<file path="src/design/bab_pkg.sv">
// block availability bitmap: shared types, func codes and defaults
// no dependencies; used by every module of the block
`default_nettype none

package bab_pkg;

    // default map size in bytes, eight blocks per byte
    localparam int unsigned MAP_BYTES_DEF = 64;
    localparam int unsigned BYTE_BITS     = 8;

    // func codes of a request beat
    localparam logic [2:0] FUNC_QUERY       = 3'd0;
    localparam logic [2:0] FUNC_MARK_AVAIL  = 3'd1;
    localparam logic [2:0] FUNC_MARK_UNAVL  = 3'd2;
    localparam logic [2:0] FUNC_CLEAR_ALL   = 3'd3;
    localparam logic [2:0] FUNC_FIND_AVAIL  = 3'd4;
    localparam logic [2:0] FUNC_FIND_OCCUP  = 3'd5;

    typedef struct packed {
        logic [2:0] func;
        logic [9:0] position;
    } bab_req_t;

    typedef struct packed {
        logic       available;
        logic       found;
        logic [8:0] found_index;
        logic       range_error;
    } bab_rsp_t;

    // result of the lowest-set-bit search over one byte
    typedef struct packed {
        logic       hit;
        logic [2:0] bit_idx;
    } bab_find_t;

endpackage

`default_nettype wire

</file>
<file path="src/design/bab_mem.sv">
// block availability bitmap: byte store, one write port, one registered read port
// depends on bab_pkg for the byte width
`default_nettype none

module bab_mem
    import bab_pkg::*;
#(
    parameter int unsigned DEPTH = MAP_BYTES_DEF,
    parameter int unsigned AW    = (DEPTH > 1) ? $clog2(DEPTH) : 1
) (
    input  wire logic                 clk,
    input  wire logic                 wr_en,
    input  wire logic [AW-1:0]        wr_addr,
    input  wire logic [BYTE_BITS-1:0] wr_data,
    input  wire logic [AW-1:0]        rd_addr,
    output logic      [BYTE_BITS-1:0] rd_data
);

    logic [BYTE_BITS-1:0] mem [DEPTH];
    logic [BYTE_BITS-1:0] rd_data_reg;

    always_ff @(posedge clk)
    begin
        if (wr_en)
        begin
            mem[wr_addr] <= wr_data;
        end
        rd_data_reg <= mem[rd_addr];
    end

    assign rd_data = rd_data_reg;

endmodule

`default_nettype wire

</file>
<file path="src/design/bab_bitfind.sv">
// block availability bitmap: lowest set bit of one byte, the shared search unit
// depends on bab_pkg for bab_find_t
`default_nettype none

module bab_bitfind
    import bab_pkg::*;
(
    input  wire logic [BYTE_BITS-1:0] bits,
    output bab_find_t                 find
);

    always_comb
    begin
        find = '0;
        // walk down so the lowest set bit wins
        for (int i = BYTE_BITS - 1; i >= 0; i--)
        begin
            if (bits[i])
            begin
                find.hit     = 1'b1;
                find.bit_idx = 3'(i);
            end
        end
    end

endmodule

`default_nettype wire

</file>
<file path="src/design/block_availability_bitmap.sv">
// Block availability bitmap, one bit per block held in a byte store of MAP_BYTES
// entries; block p sits in byte p/8 at bit p%8, a set bit meaning available.
// One request beat is taken at a time and gives one response beat. Query and
// the two marks read their byte, a mark writing it back, before the response; a
// position at or beyond MAP_BYTES*8 goes straight to the response with
// range_error and leaves the map alone. Clear all and both searches walk the
// store one byte per cycle, clear all through its write port and a search
// through its read port; a search stops early at the first matching byte. After
// reset the store is swept to zero while req_stall is high. Unused func codes
// answer with an all-zero response. found_index holds the low 9 bits of the
// block number.
// depends on bab_pkg, bab_mem, bab_bitfind
`default_nettype none

module block_availability_bitmap
    import bab_pkg::*;
#(
    parameter int unsigned MAP_BYTES = MAP_BYTES_DEF
) (
    input  wire logic     clk,
    input  wire logic     rst_n,
    // request channel
    input  wire logic     req_valid,
    output logic          req_stall,
    input  wire bab_req_t req,
    // response channel
    output logic          rsp_valid,
    input  wire logic     rsp_stall,
    output bab_rsp_t      rsp
);

    localparam int unsigned AW       = (MAP_BYTES > 1) ? $clog2(MAP_BYTES) : 1;
    localparam int unsigned MAP_BITS = MAP_BYTES * BYTE_BITS;
    localparam logic [AW-1:0] LAST_ADDR = AW'(MAP_BYTES - 1);

    // sequencer states
    typedef enum logic [5:0] {
        ST_CLEAR  = 6'b000001,  // zero sweep, after reset or on clear all
        ST_IDLE   = 6'b000010,  // ready for a request beat
        ST_MODIFY = 6'b000100,  // byte read back: query answer or write back
        ST_SCAN   = 6'b001000,  // one byte checked per cycle
        ST_DONE   = 6'b010000,  // response beat held until taken
        ST_SPARE  = 6'b100000   // never entered
    } state_t;

    state_t               state_reg, state_next;
    logic [AW-1:0]        addr_reg, addr_next;
    logic [2:0]           func_reg, func_next;
    logic [2:0]           bit_reg, bit_next;
    logic                 want_reg, want_next;     // search target: 1 available
    logic                 clr_cmd_reg, clr_cmd_next; // sweep was asked for by a beat
    bab_rsp_t             rsp_reg, rsp_next;

    logic                 wr_en;
    logic [BYTE_BITS-1:0] wr_data;
    logic [BYTE_BITS-1:0] rd_data;
    logic [BYTE_BITS-1:0] scan_bits;
    logic [BYTE_BITS-1:0] bit_mask;
    bab_find_t            find;
    logic                 pos_oor;
    logic [31:0]          pos_ext;
    logic [31:0]          hit_index;

    // byte store; read address is the next address so data lines up with addr_reg
    bab_mem #(
        .DEPTH (MAP_BYTES),
        .AW    (AW)
    ) u_mem (
        .clk     (clk),
        .wr_en   (wr_en),
        .wr_addr (addr_reg),
        .wr_data (wr_data),
        .rd_addr (addr_next),
        .rd_data (rd_data)
    );

    // shared search unit, occupied search looks at the inverted byte
    assign scan_bits = want_reg ? rd_data : ~rd_data;

    bab_bitfind u_find (
        .bits (scan_bits),
        .find (find)
    );

    assign pos_ext   = 32'(req.position);
    assign pos_oor   = (pos_ext >= MAP_BITS);
    assign bit_mask  = 8'(1) << bit_reg;
    assign hit_index = (32'(addr_reg) << 3) | 32'(find.bit_idx);

    always_comb
    begin
        state_next   = state_reg;
        addr_next    = addr_reg;
        func_next    = func_reg;
        bit_next     = bit_reg;
        want_next    = want_reg;
        clr_cmd_next = clr_cmd_reg;
        rsp_next     = rsp_reg;
        wr_en        = 1'b0;
        wr_data      = '0;

        unique case (state_reg)
            ST_CLEAR:
            begin
                wr_en = 1'b1;
                if (addr_reg == LAST_ADDR)
                begin
                    addr_next  = '0;
                    rsp_next   = '0;
                    state_next = clr_cmd_reg ? ST_DONE : ST_IDLE;
                end
                else
                begin
                    addr_next = addr_reg + 1'b1;
                end
            end
            ST_IDLE:
            begin
                if (req_valid)
                begin
                    rsp_next  = '0;
                    func_next = req.func;
                    bit_next  = req.position[2:0];
                    unique case (req.func)
                        FUNC_QUERY, FUNC_MARK_AVAIL, FUNC_MARK_UNAVL:
                        begin
                            if (pos_oor)
                            begin
                                rsp_next.range_error = 1'b1;
                                state_next           = ST_DONE;
                            end
                            else
                            begin
                                addr_next  = pos_ext[3 +: AW];
                                state_next = ST_MODIFY;
                            end
                        end
                        FUNC_CLEAR_ALL:
                        begin
                            addr_next    = '0;
                            clr_cmd_next = 1'b1;
                            state_next   = ST_CLEAR;
                        end
                        FUNC_FIND_AVAIL, FUNC_FIND_OCCUP:
                        begin
                            addr_next  = '0;
                            want_next  = (req.func == FUNC_FIND_AVAIL);
                            state_next = ST_SCAN;
                        end
                        default:
                        begin
                            state_next = ST_DONE;
                        end
                    endcase
                end
            end
            ST_MODIFY:
            begin
                unique case (func_reg)
                    FUNC_MARK_AVAIL:
                    begin
                        wr_en   = 1'b1;
                        wr_data = rd_data | bit_mask;
                    end
                    FUNC_MARK_UNAVL:
                    begin
                        wr_en   = 1'b1;
                        wr_data = rd_data & ~bit_mask;
                    end
                    default:
                    begin
                        rsp_next.available = rd_data[bit_reg];
                    end
                endcase
                state_next = ST_DONE;
            end
            ST_SCAN:
            begin
                if (find.hit)
                begin
                    rsp_next.found       = 1'b1;
                    rsp_next.found_index = hit_index[8:0];
                    addr_next            = '0;
                    state_next           = ST_DONE;
                end
                else if (addr_reg == LAST_ADDR)
                begin
                    addr_next  = '0;
                    state_next = ST_DONE;
                end
                else
                begin
                    addr_next = addr_reg + 1'b1;
                end
            end
            ST_DONE:
            begin
                if (!rsp_stall)
                begin
                    clr_cmd_next = 1'b0;
                    state_next   = ST_IDLE;
                end
            end
            default:
            begin
                state_next = ST_IDLE;
            end
        endcase
    end

    // control state
    always_ff @(posedge clk or negedge rst_n)
    begin
        if (!rst_n)
        begin
            state_reg   <= ST_CLEAR;
            addr_reg    <= '0;
            clr_cmd_reg <= 1'b0;
        end
        else
        begin
            state_reg   <= state_next;
            addr_reg    <= addr_next;
            clr_cmd_reg <= clr_cmd_next;
        end
    end

    // payload, no reset needed
    always_ff @(posedge clk)
    begin
        func_reg <= func_next;
        bit_reg  <= bit_next;
        want_reg <= want_next;
        rsp_reg  <= rsp_next;
    end

    assign req_stall = (state_reg != ST_IDLE);
    assign rsp_valid = (state_reg == ST_DONE);
    assign rsp       = rsp_reg;

`ifndef SYNTHESIS
    // a pending response beat keeps the request side closed
    assert property (@(posedge clk) disable iff (!rst_n) rsp_valid |-> req_stall)
        else $error("request side open while a response is pending");

    // a range error never comes with a query or search answer
    assert property (@(posedge clk) disable iff (!rst_n)
        (rsp_valid && rsp.range_error) |-> (!rsp.available && !rsp.found))
        else $error("range error mixed with an answer");

    // a response without a hit reports index zero
    assert property (@(posedge clk) disable iff (!rst_n)
        (rsp_valid && !rsp.found) |-> (rsp.found_index == 9'd0))
        else $error("nonzero index without a hit");

    // a search beat starts the scan at byte zero
    assert property (@(posedge clk) disable iff (!rst_n)
        (req_valid && !req_stall
            && (req.func == FUNC_FIND_AVAIL || req.func == FUNC_FIND_OCCUP))
        |=> (state_reg == ST_SCAN && addr_reg == '0))
        else $error("search did not start at the first byte");
`endif

endmodule

`default_nettype wire

</file>
<file path="config.mk">
export PLATFORM = sky130hd
export DESIGN_NAME = block_availability_bitmap
export DESIGN_NICKNAME = d
export VERILOG_FILES = /design/src/design/bab_pkg.sv /design/src/design/bab_mem.sv /design/src/design/bab_bitfind.sv /design/src/design/block_availability_bitmap.sv
export SDC_FILE = /design/constraint.sdc
export NUM_CORES = 1
export LEC_CHECK = 0
export BUFFER_PORTS_ARGS = -buffer_cell sky130_fd_sc_hd__buf_2
export CAP_MARGIN = 25
export CORE_ASPECT_RATIO = 2
export CORE_MARGIN = 2
export CORE_UTILIZATION = 25
export CTS_BUF_LIST = sky130_fd_sc_hd__clkbuf_4
export DETAILED_ROUTE_END_ITERATION = 10
export HOLD_SLACK_MARGIN = 0.03
export PLACE_DENSITY = 0.47
export SYNTH_ARGS = -nofsm -noshare
export SYNTH_HDL_FRONTEND = slang
export SYNTH_SLANG_ARGS = --single-unit
</file>
<file path="constraint.sdc">
create_clock -name clk -period 5.5 [get_ports clk]
set_clock_uncertainty 0.1 [all_clocks]
set_input_delay 0.275 -clock clk [delete_from_list [all_inputs] [get_ports clk]]
set_output_delay 0.275 -clock clk [all_outputs]
set_load 0.05 [all_outputs]
</file>
==> impl_metrics.env <==
export IMPL_synth_top_area_cell="edfxtp_1"
export IMPL_drive_gt1_frac=0.1690
export IMPL_crit_path_top_delay_cell="a311oi_1"
export IMPL_muxShareOfSynthArea=0.03385
export IMPL_path_buf_inv=3
export IMPL_grt_first_pass_wirelength_mm=100.9
export IMPL_syn_avg_cell_area_um2=12.77
export IMPL_worst_pin_slew_ps=1050
export IMPL_status="finished clean"
export IMPL_die_w_um=218.1
export IMPL_cts_tree="done"
export IMPL_synth_compound_area_frac=0.04848
export IMPL_synthFlopType="edfxtp_1"
export IMPL_netlist_area_mm2=0.02292
export IMPL_rsz0062_at_grt="false"
export IMPL_ys_seq_elements=551
export IMPL_critPathMaxFanout=51
export IMPL_overflow=0
export IMPL_p_per_area_mw_per_mm2=433.6
export IMPL_clkTransAtPathRegs_ps=70
export IMPL_synth_simple_area_share=0.1749
export IMPL_finalHoldViolCount=0
export IMPL_drt_initial_drc_count=1310
export IMPL_routed_wl_mm=68.74
export IMPL_vias_per_cell=4.704
export IMPL_hold_slack_ps=184.6
export IMPL_ys_warn_count=0
export IMPL_async_reset_ff_frac=0.02178
export IMPL_yosysUniqueCellTypes=74
export IMPL_die_area_mm2=0.09426
export IMPL_slew_viol_final=0
export IMPL_cp_data_arrival_time_ps=5590
export IMPL_grt_max_degree=164
export IMPL_min_period_ps=4759
export IMPL_min_path_type="input pin to flop"
export IMPL_finalSetupViolCount=0
export IMPL_routabilityCongestion=0.8315
export IMPL_grt_pass1_vias=14900
export IMPL_drc=0
export IMPL_antenna_found_initial=1
export IMPL_post_route_period_util=0.8652
export IMPL_synth_xor_area_frac=0.001092
export IMPL_cts_root_buf="clkbuf_4"
export IMPL_cts_max_level=4
export IMPL_netlist_area_leader_share=0.6957
export IMPL_synth_edff_count=531
export IMPL_worstSetupStartpointType="flop"
export IMPL_drt_pass1_iterations=8
export IMPL_cp_cell_sequence="nand3_1, inv_2, and3_1, or3_1, and2_4, clkinv_2, buf_12, nor3_1, a2111oi_0, a311oi_1, o2111a_1"
export IMPL_synthAdderAreaFrac=0.0005459
export IMPL_insertion_delay_ps=980
export IMPL_cts_buffers=142
export IMPL_synth_top_cells_by_area="edfxtp_1 70%, nand2_1 7.0%, nand3_1 5.0%"
export IMPL_crit_type="flop to flop"
export IMPL_end_kind="flop"
export IMPL_n_fill_cell=9421
export IMPL_maxCapViolCount=0
export IMPL_synth_nets=1813
export IMPL_seq_area_mm2=0.01641
export IMPL_clk_path_buf_depth=3
export IMPL_max_stage_delay_ps=710
export IMPL_syn2layout_area_growth_pct=15.90
export IMPL_num_vias=15160
export IMPL_grt_use_total=0.1465
export IMPL_port_buffers=30
export IMPL_ir_drop_mv=0.2670
export IMPL_max_freq_mhz=210.1
export IMPL_synth_top_family_by_area="simple AND/OR/NAND/NOR gates"
export IMPL_cts_sinks=551
export IMPL_ant_nets=0
export IMPL_crit_required_ps=6330
export IMPL_fp_row_count=157
export IMPL_nets=1957
export IMPL_rrSetupSlack_ps=740
export IMPL_core_area_mm2=0.09115
export IMPL_multi_input_area_mm2=0.006005
export IMPL_die_y_um=432.2
export IMPL_wire_per_inst_um=21.33
export IMPL_hpwl_mm=41.72
export IMPL_io_pins=31
export IMPL_cts_resized=0
export IMPL_netlist_instances=1795
export IMPL_fin_setup_tns_ps=0
export IMPL_cp_top_family="simple AND/OR/NAND/NOR gates"
export IMPL_largest_reg_flops=512
export IMPL_relSlewSlack=0.2818
export IMPL_start_util=0.2514
export IMPL_p_leak_nw=8.408
export IMPL_seq_area_frac_synth=0.7159
## synthesized netlist by cell type, types with 8 or more instances
cell and count:
dfrtp_1 11, nor2_1 96, clkbuf_1 36, and3_1 11, buf_4 8, nor4_1 26
nand3_1 229, dfxtp_1 8, a311oi_1 16, edfxtp_1 531, nand2_1 428, nand3b_1 9
inv_1 10, nor3_1 52, buf_2 46, buf_1 12, o2111a_1 8, a21oi_1 73
mux2i_1 73
## final timing paths
path                                               start                        to  depth (start not counted)
worst max register to register     addr_reg[3]$_DFF_PN0_  u_mem.rd_data[0]$_DFF_P_                         11
worst min register to register  state_reg[3]$_DFFE_PN0P_  state_reg[3]$_DFFE_PN0P_                          1
worst min-delay path                           req_valid  state_reg[2]$_DFFE_PN0P_                          4
max in group asynchronous                          rst_n  state_reg[2]$_DFFE_PN0P_                          3
worst max-delay path               addr_reg[3]$_DFF_PN0_  u_mem.rd_data[0]$_DFF_P_                         11
min in group asynchronous                          rst_n     addr_reg[1]$_DFF_PN0_                          3
## kinds of logic (layout without fill, tap and decap cells)
logic type	Yosys count	after routing
adders and majority gates	1	1
and+or+nand+nor	893	893
other	0	1
AOI/OAI and AO/OA	152	152
DFF	551	551
muxes	75	75
xor gates and xnor gates	2	2
buffers and inverters	121	355
## routing by layer
layer / vias to the layer above / GRT usage / part of all wire
met4: 0 / 0.06223 / 0.030
met3: 110 / 0.02989 / 0.058
met2: 533 / 0.2316 / 0.47
li1: 6978 / - / -
met1: 7535 / 0.1942 / 0.44
met5: - / 0 / 0
## repair_timing
action | in CTS | in global routing
hold buffers | 26 | 0
endpoints found under the hold margin | 47 | 0
buffers inserted | 0 | 0
## per-stage QoR
stage	utilization	cells	instance area (um^2)	total power [mW]	setup WS, ps
floorplan	-	1795	22920	7.124	1708
global placement	0.2693	2959	24540	8.154	635.7
detailed placement	0.2696	2961	24580	8.149	759.6
CTS	0.2914	3221	26560	11.66	758.7
global route	0.2914	3222	26560	12.13	589.4
finish	0.2914	3222	26560	11.52	741.2
## report_power, final
part	leakage, nW	internal [mW]	switching, mW
logic	3.27	0.985	2.26
clock network	1.05	1.83	1.62
registers	4.09	4.67	0.150
total	8.41	7.49	4.03
## worst min-delay path, cell delays in order
cell,delay (ps)
dlygate4sd3_1,530
buf_2,170
nand2b_1,120
nor4b_2,90
## area by class of cell
| class | instances | share of cell area |
|---|---|---|
| clock inverters | 23 | 0.005276 |
| clock buffers | 211 | 0.05963 |
| diodes | 1 | 0.00009421 |
| flip-flops and latches | 551 | 0.6177 |
| well taps | 1192 | 0.05615 |
| inverters | 14 | 0.002308 |
| repair buffers | 107 | 0.03283 |
| multi-input cells | 1123 | 0.2260 |
## layout by cell type (no fill, tap or decap), types with 3 or more instances in the layout
cell,Yosys,layout
nand3b_1,9,9
nand2_1,428,428
inv_2,4,7
nor2_4,0,7
mux2i_1,73,73
inv_1,10,10
and3_1,11,11
buf_2,46,30
nor3b_2,3,3
and2_1,6,6
buf_4,8,44
dfrtp_1,11,11
nand2b_1,3,3
nor3_1,52,52
and3b_1,4,4
or2_2,4,4
a311oi_1,16,16
a311o_1,7,7
a2111oi_0,7,7
nand3_1,229,229
dlygate4sd3_1,0,26
nor3b_1,3,3
nor2_1,96,89
a21oi_1,73,72
clkinv_1,0,15
o2111a_1,8,8
buf_12,0,5
nor4_1,26,26
nor3_2,3,3
clkbuf_4,0,211
dfxtp_1,8,8
edfxtp_1,531,531
o21ai_0,7,7
o211ai_1,3,3
or3_1,3,3
No activity file was read; power rests on OpenSTA's default activity.
